## config.mk

```make
export PLATFORM = sky130hd
export DESIGN_NAME = v3n_div_cell
export DESIGN_NICKNAME = d
export VERILOG_FILES = /design/src/design/v3n_pkg.sv /design/src/design/v3n_div_cell.sv
export SDC_FILE = /design/constraint.sdc
export NUM_CORES = 1
export LEC_CHECK = 0
export ABC_AREA = 1
export BUFFER_PORTS_ARGS = -buffer_cell sky130_fd_sc_hd__buf_2
export CORE_UTILIZATION = 45
export DETAILED_ROUTE_END_ITERATION = 10
export GPL_ROUTABILITY_DRIVEN = 0
export PLACE_DENSITY = 0.68
export SLEW_MARGIN = 20
export SYNTH_ARGS = -nofsm -noshare
export SYNTH_HDL_FRONTEND = slang
export SYNTH_SLANG_ARGS = --single-unit
```

## constraint.sdc

```tcl
create_clock -name clk -period 3 [get_ports clk]
set_input_delay 0.45 -clock clk [delete_from_list [all_inputs] [get_ports clk]]
set_output_delay 0.45 -clock clk [all_outputs]
set_load 0.01 [all_outputs]
```

## src/design/v3n_pkg.sv

```systemverilog
// ----------------------------------------------------------------------------
// v3n_pkg: shared types and codes of the three-component vector unit
// Transfer payloads, opcode codes and the data carried by the root cells.
// ----------------------------------------------------------------------------
`default_nettype none

package v3n_pkg;

  // Magnitudes are normalized into a fixed 32-bit frame; their squares sum
  // into 64 bits.
  localparam int MAG_W      = 32;
  localparam int SUM_W      = 64;
  localparam int SQRT_STEPS = 32;

  localparam logic [2:0] OP_ADD   = 3'd0;
  localparam logic [2:0] OP_SUB   = 3'd1;
  localparam logic [2:0] OP_SCALE = 3'd2;
  localparam logic [2:0] OP_DOT   = 3'd3;
  localparam logic [2:0] OP_SQLEN = 3'd4;
  localparam logic [2:0] OP_NORM  = 3'd5;

  typedef struct packed {
    logic [2:0]         opcode;
    logic signed [31:0] a_x;
    logic signed [31:0] a_y;
    logic signed [31:0] a_z;
    logic signed [31:0] b_x;
    logic signed [31:0] b_y;
    logic signed [31:0] b_z;
    logic signed [31:0] scale_factor;
  } in_item_t;

  typedef struct packed {
    logic signed [31:0] res_x;
    logic signed [31:0] res_y;
    logic signed [31:0] res_z;
    logic signed [63:0] res_scalar;
    logic               saturated;
    logic               zero_input;
  } out_item_t;

  // Result finished early, plus a mark that the divider lanes supply it.
  typedef struct packed {
    out_item_t item;
    logic      use_norm;
  } side_t;

  // Working set of one square-root cell.
  typedef struct packed {
    logic [SUM_W-1:0]      s;
    logic [SUM_W-1:0]      res;
    logic [2:0][MAG_W-1:0] mag;
    logic [2:0]            neg;
  } sqrt_data_t;

endpackage

`default_nettype wire

```

## src/design/v3n_div_cell.sv

```systemverilog
// ----------------------------------------------------------------------------
// v3n_div_cell: one quotient bit of the three normalize dividers
// Restoring step on three lanes that share the divisor (the length).
// ----------------------------------------------------------------------------
`default_nettype none

module v3n_div_cell
  import v3n_pkg::*;
#(
  parameter int FRAC_BITS = 16,
  parameter int BIT_POS   = 0
) (
  input  logic                              clk,
  input  logic                              en,
  input  logic [2:0][MAG_W+FRAC_BITS:0]     rem_in,
  input  logic [2:0][FRAC_BITS:0]           quo_in,
  input  logic [MAG_W-1:0]                  len_in,
  input  logic [2:0]                        neg_in,
  output logic [2:0][MAG_W+FRAC_BITS:0]     rem_out,
  output logic [2:0][FRAC_BITS:0]           quo_out,
  output logic [MAG_W-1:0]                  len_out,
  output logic [2:0]                        neg_out
);

  localparam int RW = MAG_W + FRAC_BITS + 1;

  logic [RW-1:0]                   dvs;
  logic [2:0][RW-1:0]              rem_out_next;
  logic [2:0][FRAC_BITS:0]         quo_out_next;

  always_comb begin
    dvs          = RW'(len_in) << BIT_POS;
    rem_out_next = rem_in;
    quo_out_next = quo_in;
    for (int i = 0; i < 3; i++) begin
      if (rem_in[i] >= dvs) begin
        rem_out_next[i]          = rem_in[i] - dvs;
        quo_out_next[i][BIT_POS] = 1'b1;
      end
    end
  end

  always_ff @(posedge clk) begin
    if (en) begin
      rem_out <= rem_out_next;
      quo_out <= quo_out_next;
      len_out <= len_in;
      neg_out <= neg_in;
    end
  end

endmodule

`default_nettype wire

```

; ---- Word level (Yosys, flattened, before mapping)
; Index checks and enable logic that the tools add are counted.
[totals]
output_inout_bits = 233
word_cells = 20
ff_bits = 233
input_bits = 235
[classes]
add_sub_neg = 3
mux = 3
n_lt_le_gt_ge = 3
[ops]
columns = cell, n
row1 = $ge 49x32->1, 3
row2 = $mux 49, 3
row3 = $sub 49x32->49, 3

; ---- Longest topological paths before layout
[depth]
depth_word = 2
ltp_mapped = 17

; ---- Worst setup path before layout
; OpenSTA, ideal clock, no wires.
[synth_path]
path_kind = input to register
from = input len_in[20]
to = register quo_out[34] (netlist name) (data pin)
arrival_time_ns = 1.982
stages = 12
setup_slack_ns = 0.756
n_path_buf = 1
path_cell_list = inv_1 > ha_1 > nand2_1 > inv_1 > nand2_1 > nand2_1 > a21oi_1 > o21ai_1 > nor2_2 > nand2_2 > buf_6 > or2_2
[synth_between]
elab_chain_cells = 1
[synth_rtl]
columns = item, line_no
row1 = from (decl), v3n_div_cell.sv:17  ; input logic [MAG_W-1:0] len_in,
row2 = $ge 49x32->1, v3n_div_cell.sv:36  ; if (rem_in[i] >= dvs) begin
row3 = to (signal assigned), v3n_div_cell.sv:46  ; quo_out <= quo_out_next;
row4 = to (decl), v3n_div_cell.sv:20  ; output logic [2:0][FRAC_BITS:0] quo_out,
; Every way passes these cells.
; A chain may end at the register's enable or synchronous reset.

==> reports/qor.yml <==
critPathArrivalTime_ns: 2.71
final_layout_size_suffix_gt1_share_pct: 18.3
min_path_type: "in2reg"
slew_headroom_pct: 59.3
clkSlewWorstSetupHoldPaths_ns: 0.06
ys_warn_count: 0
avgSynthCellArea_um2: 6.47
end_kind: "flip-flop"
syn2layout_area_growth_pct: 21.0
period_share_pct: 79.4
slew_violations: 0
route.detailed.drc: 0
crit_type: "in2reg"
layout.nets: 3933
cts_root_buf: "clkbuf_16"
utilization_pct: 55.6
ys_ff_latch: 233
grt_pass1_vias: 19500
power_leakage_nw: 13.4
fmax_mhz: 420
dpl-instance-area_mm2: 0.0232
setup.worst_path.start_class: "input port"
layout_min_cycle_time_ns: 2.38
crit_path_max_fanout: 23
rows: 76
antenna_found_initial: 6
synthCells: 3084
status: "complete, no violations"
layout_commonest_cell: "nand2_1"
die_area_mm2: 0.0452
pwr_density_cell_mw_per_mm2: 447
ctsHoldBuffers: 0
setup_tns_ns: 0
die_h_um: 213
drtPass1Iterations: 6
synth-edff-count: 233
synth.largest_area_cell: "edfxtp_1"
io_buffer_count: 467
hold_viol: 0
holdWs_ns: 0.0521
layout_common_cells: "1292 x nand2_1, 638 x inv_1, 466 x buf_2"
worst_pin_slew_ns: 0.610
critPathRequiredTime_ns: 3.33
avgViaCountPerCell: 5.01
synth.area.top_cells: "edfxtp_1 35%, nand2_1 24%, inv_1 12%"
start_util_pct: 45.9
synth_area_mm2: 0.0200
dp_hpwl_um: 62800
post_drt_wl_per_cell_um: 17.7
irDropWorstVdd_uv: 503
cts_tree: "built"
numCtsBuffers: 26
p_total_mw: 10.8
grt_max_degree: 74
routed_wl_um: 74500
core-area_mm2: 0.0435
ys_types: 38
die_w_um: 213
num_vias: 21100
ant_nets: 0
setup_viol: 0
cts_resized: 0
drt_iter0_markers: 1928
cts_buffer_depth: 3
synth_fp_nets: 3418
ys.flop_type: "edfxtp_1"
grt_first_pass_wirelength_um: 111000
ys_seq_area_share_pct: 35.1
synth_async_sr_flop_share_pct: 0
final_area_mm2: 0.0242
rsz0062_at_grt: "no"
grt_overflow: 0
drv_cap: 0
grt_usage_pct: 32.6
postCtsSetupRepairBufs: 0
htreeDepth: 1
clock_sinks: 233
yosys.area.top_type_share_pct: 35.1
io_pins: 468
-- worst max-delay path: stages --
cell and delay, ns:
buf_2 0.10, inv_1 0.31, ha_1 0.37, nand2_1 0.20, nor2_4 0.08, nand2_1 0.13
clkinv_1 0.12, nand3_1 0.13, o21ai_2 0.10, nor2_2 0.12, nand2_2 0.09, buf_12 0.17
o21ai_0 0.32
-- layout make-up --
| type | instances | area (um2) |
|---|---|---|
| clock inverter | 18 | 231 |
| timing repair buffer | 512 | 2800 |
| inverter | 662 | 2480 |
| antenna | 4 | 10.0 |
| multi-input combinational | 2164 | 10200 |
| sequential | 233 | 7000 |
| fill | 4461 | 19300 |
| tap | 585 | 732 |
| clock buffer | 29 | 662 |
-- Yosys cell counts (6+ instances only) --
cell,number
nand2_1,1292
inv_1,638
nor2_1,250
edfxtp_1,233
nand3_1,163
ha_1,96
a21oi_1,92
nand4_1,63
xor2_1,50
nand2_2,39
inv_2,22
nor3_1,18
o21ai_0,17
nor2_2,16
nand3_2,12
nor2_4,11
buf_2,10
buf_6,9
nand3b_1,7
and2_1,6
xnor2_1,6
-- layer usage --
layer / wire length, um / up-vias / GRT usage, %
met2: 32800 / 937 / 52.8
met1: 31900 / 9481 / 43.4
met5: 41 / - / 0
met3: 6330 / 158 / 4.49
li1: - / 10500 / -
met4: 3340 / 6 / 13.8
-- registers in the layout, indices dropped and copies added (netlist names) --
| name | flops |
|---|---|
| neg_out | 3 |
| quo_out | 51 |
| len_out | 32 |
| rem_out | 147 |
-- metrics by stage --
step	setup slack, ns	instances
after floorplan	0.756	3084
after global placement	0.124	4156
after detailed placement	0.117	4156
after CTS	0.694	4203
after global routing	0.500	4205
final	0.617	4207
-- logic make-up after synthesis --
| family | count (synthesis) | synth area share, % |
|---|---|---|
| simple gates | 1886 | 39.3 |
| buf+inv | 687 | 13.6 |
| flops | 233 | 35.1 |
| compound gates | 123 | 3.26 |
| fa+ha+maj | 99 | 6.32 |
| xor+xnor | 56 | 2.46 |
-- where the power goes --
group	internal (mW)	switching, mW
sequential	4.05	0.129
combinational	1.10	2.14
clock	2.02	1.36
total	7.16	3.63
-- final timing paths --
| check | endpoint | from | cells past startpoint | slack [ns] |
|---|---|---|---|---|
| max | rem_out[99] | len_in[29] | 13 | 0.62 |
| min | quo_out[11] | quo_in[11] | 1 | 0.05 |
Power figures use the tool's default switching activity.
