### src/design/v3n_pkg.sv
// ----------------------------------------------------------------------------
// v3n_pkg: shared types and codes of the three-component vector unit
// Transfer payloads, opcode codes and the data carried by the root cells.
// ----------------------------------------------------------------------------
`default_nettype none

package v3n_pkg;

  // Magnitudes are normalized into a fixed 32-bit frame; their squares sum
  // into 64 bits.
  localparam int MAG_W      = 32;
  localparam int SUM_W      = 64;
  localparam int SQRT_STEPS = 32;

  localparam logic [2:0] OP_ADD   = 3'd0;
  localparam logic [2:0] OP_SUB   = 3'd1;
  localparam logic [2:0] OP_SCALE = 3'd2;
  localparam logic [2:0] OP_DOT   = 3'd3;
  localparam logic [2:0] OP_SQLEN = 3'd4;
  localparam logic [2:0] OP_NORM  = 3'd5;

  typedef struct packed {
    logic [2:0]         opcode;
    logic signed [31:0] a_x;
    logic signed [31:0] a_y;
    logic signed [31:0] a_z;
    logic signed [31:0] b_x;
    logic signed [31:0] b_y;
    logic signed [31:0] b_z;
    logic signed [31:0] scale_factor;
  } in_item_t;

  typedef struct packed {
    logic signed [31:0] res_x;
    logic signed [31:0] res_y;
    logic signed [31:0] res_z;
    logic signed [63:0] res_scalar;
    logic               saturated;
    logic               zero_input;
  } out_item_t;

  // Result finished early, plus a mark that the divider lanes supply it.
  typedef struct packed {
    out_item_t item;
    logic      use_norm;
  } side_t;

  // Working set of one square-root cell.
  typedef struct packed {
    logic [SUM_W-1:0]      s;
    logic [SUM_W-1:0]      res;
    logic [2:0][MAG_W-1:0] mag;
    logic [2:0]            neg;
  } sqrt_data_t;

endpackage

`default_nettype wire

### src/design/v3n_sqrt_cell.sv
// ----------------------------------------------------------------------------
// v3n_sqrt_cell: one step of the integer square root chain
// Tries one result bit per cell and hands the remainder on.
// ----------------------------------------------------------------------------
`default_nettype none

module v3n_sqrt_cell
  import v3n_pkg::*;
#(
  parameter int STEP = 0
) (
  input  logic       clk,
  input  logic       en,
  input  sqrt_data_t d_in,
  output sqrt_data_t d_out
);

  localparam logic [SUM_W-1:0] BIT = SUM_W'(1) << (SUM_W - 2 - 2 * STEP);

  logic [SUM_W:0] trial;
  sqrt_data_t     d_out_next;

  always_comb begin
    d_out_next = d_in;
    trial      = {1'b0, d_in.res} + {1'b0, BIT};
    if ({1'b0, d_in.s} >= trial) begin
      d_out_next.s   = d_in.s - trial[SUM_W-1:0];
      d_out_next.res = (d_in.res >> 1) + BIT;
    end else begin
      d_out_next.res = d_in.res >> 1;
    end
  end

  always_ff @(posedge clk) begin
    if (en) begin
      d_out <= d_out_next;
    end
  end

endmodule

`default_nettype wire

### config.mk
export PLATFORM = sky130hd
export DESIGN_NAME = v3n_sqrt_cell
export DESIGN_NICKNAME = d
export VERILOG_FILES = /design/src/design/v3n_pkg.sv /design/src/design/v3n_sqrt_cell.sv
export SDC_FILE = /design/constraint.sdc
export NUM_CORES = 1
export LEC_CHECK = 0
export BUFFER_PORTS_ARGS = -buffer_cell sky130_fd_sc_hd__buf_2
export CAP_MARGIN = 20
export CELL_PAD_IN_SITES_DETAIL_PLACEMENT = 1
export CELL_PAD_IN_SITES_GLOBAL_PLACEMENT = 1
export CORE_ASPECT_RATIO = 1.25
export CORE_MARGIN = 8
export CORE_UTILIZATION = 41
export CTS_CLUSTER_DIAMETER = 30
export CTS_CLUSTER_SIZE = 30
export DETAILED_ROUTE_END_ITERATION = 6
export PLACE_DENSITY = 0.82
export SYNTH_ARGS = -nofsm -noshare
export SYNTH_HDL_FRONTEND = slang
export SYNTH_SLANG_ARGS = --single-unit
### constraint.sdc
create_clock -name clk -period 11.1 [get_ports clk]
set_input_delay 1.665 -clock clk [delete_from_list [all_inputs] [get_ports clk]]
set_output_delay 1.665 -clock clk [all_outputs]
set_load 0.01 [all_outputs]
# After elaboration in Yosys (flattened, before gate mapping)

Index checks and enable logic that the tools add are counted.

RAM bits: 0
Word-level logic and storage cells: 13
Bits of input ports: 229
Register bits after elaboration: 227
Memory bits (read-only): 0
Memories kept: 0
Latch bits: 0
Output and inout bits: 227

Multiply operators: 0
Shifts and indexed selects: 0
Add/sub/neg operators: 3
Order comparisons: 1
Bitwise operators: 0
Mux-type cells: 2
Reduce and logical (&&, ||, !) cells: 0
Equality and inequality tests: 0
Div/mod/pow operators: 0

Operators with widths:

| operator                 | number |
|---|---|
| $add A64 B63 Y65 const B | 1 |
| $ge A64 B65 Y1           | 1 |
| $add A63 B63 Y64 const B | 1 |
| $mux W64                 | 1 |
| $sub A64 B64 Y64         | 1 |
| $mux W63                 | 1 |

# Depth between registers and ports, before layout

Gate-level depths: netlist of the first run.

Depth after elaboration: 3
Mapped depth: 15
Gate-level depth less buffers: 13

# Worst setup path after synthesis of the first run

OpenSTA, ideal clock, no wires.

Path kind: input -> register
Start point: in d_in[142] (netlist name)
End point: reg d_out[222] (netlist name) (data pin)
Required time: 10,838 ps
Buffers on the path: 3
Stages on the path: 12
Arrival: 4,382 ps
Setup time: 262 ps
Setup slack: 6,455 ps
Path through: inv_1 -> ha_1 -> clkbuf_1 -> nand2_1 -> or4_1 -> or4_1 -> or4b_1 -> o21ai_1 -> a31oi_1 -> buf_6 -> buf_6 -> mux2_1

RTL lines:

| element                | line                | source |
|---|---|---|
| start: declaration     | v3n_sqrt_cell.sv:14 | `input sqrt_data_t d_in,` |
| end signal: assignment | v3n_sqrt_cell.sv:36 | `d_out <= d_out_next;` |
| end: declaration       | v3n_sqrt_cell.sv:15 | `output sqrt_data_t d_out` |

==> reports/summary.txt, run 1 <==
Count of non-filler cells in the finished layout = 1838
Element type at the critical path end = flop
Die height = 205 um
Kind of launch point of the worst setup path = input pin
Sequential fraction of the synthesis area = 57.9%
Slowest cell on crit path = buf_4
Starting density of the core = 41.6%
Global-route usage over all layers = 25.9%
H-tree depth reported by CTS = 2
Critical path cell sequence = buf_2, inv_1, ha_1, nor2b_1, o21ai_0, o21a_1, o21ai_1, a41o_1, a31oi_1, o21a_1, o21ai_1, a31oi_4, buf_4, mux2_1
Die width = 168 um
Post-CTS Hold Buffers = 0
Worst-margin pin slew = 1.06 ns
Fraction of registers with async set or reset after synthesis = 0%
CTS buffer count = 48
Final nets = 1736
Detailed Place HPWL = 35.8 mm
Number of optimization iterations in the first detailed-route pass = 5
RSZ-0062 raised after global routing = false
Total core area = 28300 um^2
CTS max path bufs = 3
Area enclosed by the die boundary = 34400 um^2
Crit Path Category = in -> reg
Clock-pin slew of the registers on the worst-case setup and hold paths = 0.06 ns
Yosys warning count = 0
Worst supply voltage drop on vdd = 123 uV
Clock sink total = 227
Residual DRC = 0
Global route hottest layer = met2
Via total after detailed routing = 9898
Headroom to the max-slew limit = 29.2%
Mean post-synth cell area = 12.2 um^2
Wire length after detailed routing = 46.0 mm
Net count after synthesis = 1262
Relative contribution of sequential cells to total power = 35.2%
M1 GR Usage = 25.6%
Number of distinct standard cells referenced by the synthesized netlist = 60
Area growth syn-to-layout = 35.9%
Reg with most FFs = d_out
Highest achievable clock rate = 174 MHz
Share of post-route cells with drive strength above 1 = 37.6%
Post-synth EDFFs = 227
Peak fanout along the critical path = 49
First-iteration detailed-routing DRC count = 499
Routed wirelength normalized by instance count = 25.0 um
Comb power frac = 17.7%
Most common flop cell mapped by yosys = edfxtp_1
Final setup violation count = 0
Pwr per Cell Area = 190 nW/um^2
Number of buffers inserted by port buffering = 455
Cell row count = 69
GR Util met3 = 8.85%
Post-Syn Area = 11800 um^2
Final ANT Viol Nets = 0
Switch share = 27.5%
Largest registers = d_out (227)
Vias in the first global route = 11100
Portion of the clock cycle consumed by the worst path in the final layout = 51.7%
Total negative slack for setup checks = 0 ns
IO Pins = 456
Pin count of the biggest net entering global routing = 81
Total setup buffers inserted after CTS = 0
Clock tree root buffer cell = clkbuf_16
Top Family by Delay on Critical Path = compound AO/OA/AOI/OAI gates
# resized after CTS = 0
LEAKAGE = 7.16 nW
Worst Path Buf+Inv = 3
Fill cell count = 3137
Gpl congestion = 0.911
CP arrival = 6.00 ns
Cell Count Post-Placement = 1746
Crit path required time = 11.37 ns
Flip-flop count of the largest register after layout = 227
Min cycle time layout = 5.74 ns
First-pass GRT wire length = 67.7 mm
Critical path's largest stage delay = 0.71 ns
Count of final max-slew check failures = 0
Number of synthesized register bits = 227
Internal power of the cells = 0.00221 W
Met2 track demand over resource = 49.7%
Clock Power Share = 47.1%
Count of endpoints failing hold in the final timing report = 0
Max-capacitance violation count = 0
Net switching power = 0.000837 W
Synthesized instance count = 967
Total overflow reported by the global router = 0
Kind of path behind the tightest hold check = in -> reg
Initial antenna violation count = 12
Mean number of vias per cell = 5.39
Outcome = finished, final reports clean
CTS tree = done
==> power by group through the flow <==
stage          Combinational, W  Sequential, W  Clock [W]
2_1_floorplan          0.000248        0.00113          0
3_3_place_gp           0.000522        0.00108          0
3_5_place_dp           0.000535        0.00108          0
4_1_cts                0.000545        0.00107    0.00146
5_1_grt                0.000585        0.00108    0.00148
6_report               0.000539        0.00107    0.00143
==> metrics by stage <==
step                cell area (um^2)  utilization, %  power [W]  setup WS, ns  hold WS [ns]
CTS                            16000            56.5    0.00307          5.34          1.26
finish                         16000            56.5    0.00304          5.36          1.28
floorplan                      11800               -    0.00138          6.46          1.76
detailed placement             14400            50.8    0.00162          4.84          1.84
global route                   16000            56.5    0.00315          5.09          1.27
global placement               14400            50.8    0.00160          4.97          1.84
==> cell type report <==
cell class	count	area (um^2)	share of cell area, %
tap	355	444	2.77
clock inverter	36	385	2.41
antenna	5	12.5	0.0782
clock buffer	51	1230	7.71
multi-input combinational	623	4490	28.1
timing repair buffer	458	2310	14.4
inverter	83	312	1.95
sequential	227	6820	42.6
==> layout by cell type (no fill, tap or decap), types with 5 or more instances in the layout <==
master | netlist | layout
nor3_1 | 9 | 9
clkbuf_16 | 0 | 49
mux2_1 | 48 | 48
clkinvlp_4 | 0 | 8
inv_1 | 83 | 83
diode_2 | 0 | 5
nand2_1 | 71 | 71
clkinv_2 | 0 | 6
nor4_1 | 5 | 5
buf_2 | 4 | 454
a21o_1 | 38 | 38
edfxtp_1 | 227 | 227
o21a_1 | 10 | 10
o21ai_1 | 5 | 5
xor2_1 | 23 | 23
clkinv_1 | 0 | 5
a21boi_0 | 5 | 5
nand3_1 | 14 | 14
inv_6 | 0 | 6
ha_1 | 65 | 65
o21bai_1 | 12 | 12
nor2b_1 | 5 | 5
mux2_2 | 12 | 12
nor2_1 | 42 | 42
a31oi_1 | 12 | 11
nand4_1 | 18 | 18
clkinv_4 | 0 | 5
bufinv_16 | 0 | 6
and3_1 | 6 | 6
xnor2_1 | 39 | 39
a21oi_1 | 85 | 85
o21ai_0 | 45 | 45
==> Yosys cell counts (all sizes together), types with 2 or more instances <==
library cell,number,area (um^2)
a211oi,3,22.5
a21boi,5,37.5
a21o,38,285
a21oi,85,425
a221oi,2,17.5
a22oi,2,15.0
a31o,3,26.3
a31oi,12,75.1
and3,6,37.5
and4,2,17.5
buf,10,80.1
clkbuf,24,90.1
edfxtp,227,6820
ha,65,813
inv,83,312
mux2,60,676
mux2i,3,30.0
nand2,71,267
nand2b,3,18.8
nand3,14,70.1
nand4,18,113
nor2,42,158
nor2b,5,31.3
nor3,9,45.0
nor3b,2,15.0
nor4,5,31.3
o211ai,4,30.0
o21a,10,75.1
o21ai,50,250
o21bai,12,90.1
o221ai,2,17.5
o31ai,4,30.0
or3,2,12.5
or4,2,15.0
xnor2,39,342
xor2,23,201
==> cells by family after synthesis <==
kind of cell | share of synthesized area (%)
compound gates | 12.9
flops | 57.9
xor+xnor | 4.61
mux | 5.99
buf+inv | 4.09
fa+ha+maj | 7.08
simple gates | 7.44
==> metal layers <==
layer  vias to the layer above  share of wire [%]
met2                       361                 54
met4                         8                2.7
met5                         -               0.10
li1                       4559                  -
met1                      4887                 35
met3                        83                8.3
==> worst paths after layout <==
check  slack, ns  depth (start not counted)  startpoint         end
min         1.28                          1    d_in[44]   d_out[44]
max         5.36                         14   d_in[100]  d_out[191]
(Power assumes the default switching activity.)
==> run 2: changes to the inputs <==
--- a/config.mk
+++ b/config.mk
@@ -11,11 +11,11 @@
 export CELL_PAD_IN_SITES_GLOBAL_PLACEMENT = 1
 export CORE_ASPECT_RATIO = 1.25
 export CORE_MARGIN = 8
-export CORE_UTILIZATION = 41
+export CORE_UTILIZATION = 38
 export CTS_CLUSTER_DIAMETER = 30
 export CTS_CLUSTER_SIZE = 30
 export DETAILED_ROUTE_END_ITERATION = 6
-export PLACE_DENSITY = 0.82
+export PLACE_DENSITY = 0.77
 export SYNTH_ARGS = -nofsm -noshare
 export SYNTH_HDL_FRONTEND = slang
 export SYNTH_SLANG_ARGS = --single-unit
==> constraint.sdc (replaced) <==
create_clock -name clk -period 5.7 [get_ports clk]
set_input_delay 0.855 -clock clk [delete_from_list [all_inputs] [get_ports clk]]
set_output_delay 0.855 -clock clk [all_outputs]
set_load 0.01 [all_outputs]
==> reports/summary.txt, run 2 (synthesis results as in run 1) <==
Area enclosed by the die boundary = 36900 um^2
Number of optimization iterations in the first detailed-route pass = 4
Final worst-path setup slack = 1.43 ns
Detailed Place HPWL = 34.8 mm
CTS max path bufs = 3
Vias in the first global route = 10800
Largest registers = d_out (227)
First-pass GRT wire length = 65.5 mm
Die height = 213 um
Crit Path Category = in -> reg
Pin count of the biggest net entering global routing = 138
Wire length after detailed routing = 44.7 mm
Final nets = 1736
Reg with most FFs = d_out
Number of buffers inserted by port buffering = 455
Element type at the critical path end = flop
Critical path's largest stage delay = 0.67 ns
H-tree depth reported by CTS = 2
Clock sink total = 227
Source of the critical timing path = d_in[159]
Total negative slack for setup checks = 0 ns
Total overflow reported by the global router = 0
Stages on worst setup path = 12
Count of final max-slew check failures = 0
Headroom to the max-slew limit = 23.4%
Slowest cell on crit path = nor4b_2
Cell area reported after detailed placement = 14500 um^2
Clock tree root buffer cell = clkbuf_16
Fill cell count = 3386
Total setup buffers inserted after CTS = 0
LEAKAGE = 7.21 nW
Final ANT Viol Nets = 0
Count of endpoints failing hold in the final timing report = 0
Residual DRC = 0
Initial antenna violation count = 14
Max-capacitance violation count = 0
IO Pins = 456
Critical path cell sequence = buf_2, inv_1, ha_1, nand3_1, nor4b_2, nand3_1, or4_1, or4b_1, o21ai_1, a31oi_4, buf_4, mux2_1
CTS buffer count = 47
Final setup violation count = 0
Cell row count = 72
Worst-margin pin slew = 1.15 ns
Peak fanout along the critical path = 27
Worst supply voltage drop on vdd = 274 uV
Min-delay src = d_in[59]
Post-layout instance area = 16200 um^2
GR Util met3 = 8.03%
Crit path required time = 5.97 ns
Mean number of vias per cell = 5.22
Clock-pin slew of the registers on the worst-case setup and hold paths = 0.05 ns
Die width = 173 um
Via total after detailed routing = 9870
CP arrival = 4.54 ns
Min cycle time layout = 4.27 ns
# resized after CTS = 0
Most Frequent Cell on Critical Path = nand3_1
RSZ-0062 raised after global routing = false
M1 GR Usage = 22.5%
End point of the critical path = d_out[214]
Worst Path Buf+Inv = 3
Post-CTS Hold Buffers = 0
Most common cell after layout, fill and taps aside = buf_2
Kind of launch point of the worst setup path = input pin
Setup slack after placement = 0.875 ns
Area growth syn-to-layout = 37.3%
Routed wirelength normalized by instance count = 23.6 um
Most frequent cells in the layout = 454 x buf_2, 227 x edfxtp_1, 85 x a21oi_1
Share of post-route cells with drive strength above 1 = 37.6%
CTS tree = done
Flip-flop count of the largest register after layout = 227
Portion of the clock cycle consumed by the worst path in the final layout = 74.9%
Kind of path behind the tightest hold check = in -> reg
Pwr per Cell Area = 374 nW/um^2
Starting density of the core = 38.3%
Top Family by Delay on Critical Path = simple AND/OR/NAND/NOR gates
Outcome = finished, final reports clean
Highest achievable clock rate = 234 MHz
Global-route usage over all layers = 23.2%
Gpl congestion = 0.899
Total core area = 30700 um^2
First-iteration detailed-routing DRC count = 550
Global route hottest layer = met2
Met2 track demand over resource = 44.5%
==> run 2: changes by cell type in the layout (fill, tap and decap cells not counted), moves of 2 or more <==
cell        before  now
bufinv_16        6   11
clkinv_4         5    2
buf_12           0    2
clkbuf_16       49   47
clkinvlp_4       8    6
diode_2          5    7
==> run 2: cell type report <==
type	instances	area (um^2)	share of cell area, %
sequential	227	6820	42.2
timing repair buffer	459	2340	14.5
clock inverter	35	493	3.05
clock buffer	50	1190	7.34
antenna	7	17.5	0.108
tap	407	509	3.15
multi-input combinational	623	4490	27.8
inverter	83	312	1.93
==> run 2: worst min path at each step <==
stage               slack, ns  cells past startpoint         to
floorplan                0.95                      0   d_out[0]
global placement         1.03                      1  d_out[71]
detailed placement       1.03                      1  d_out[55]
CTS                      0.47                      1  d_out[13]
global route             0.47                      1  d_out[71]
finish                   0.50                      1  d_out[59]
==> run 2: layer usage <==
layer | vias to the layer above | part of all wire, %
li1 | 4569 | -
met1 | 4779 | 33
met2 | 419 | 54
met3 | 95 | 8.7
met4 | 8 | 3.5
met5 | - | 0.11
==> run 2: stage by stage <==
| step | hold slack, ns | utilization, % | cells | power, W |
|---|---|---|---|---|
| after global routing | 0.475 | 52.6 | 1889 | 0.00627 |
| after floorplan | 0.954 | - | 967 | 0.00268 |
| after CTS | 0.470 | 52.6 | 1884 | 0.00611 |
| after detailed placement | 1.03 | 47.1 | 1799 | 0.00315 |
| final | 0.498 | 52.6 | 1891 | 0.00604 |
| after global placement | 1.03 | 47.1 | 1799 | 0.00312 |
==> run 2: report_power, final <==
part	internal (W)	total (W)	switching, W
clock network	0.00201	0.00291	0.000906
logic	0.000419	0.00104	0.000625
registers	0.00204	0.00208	0.0000449
total	0.00447	0.00604	0.00158
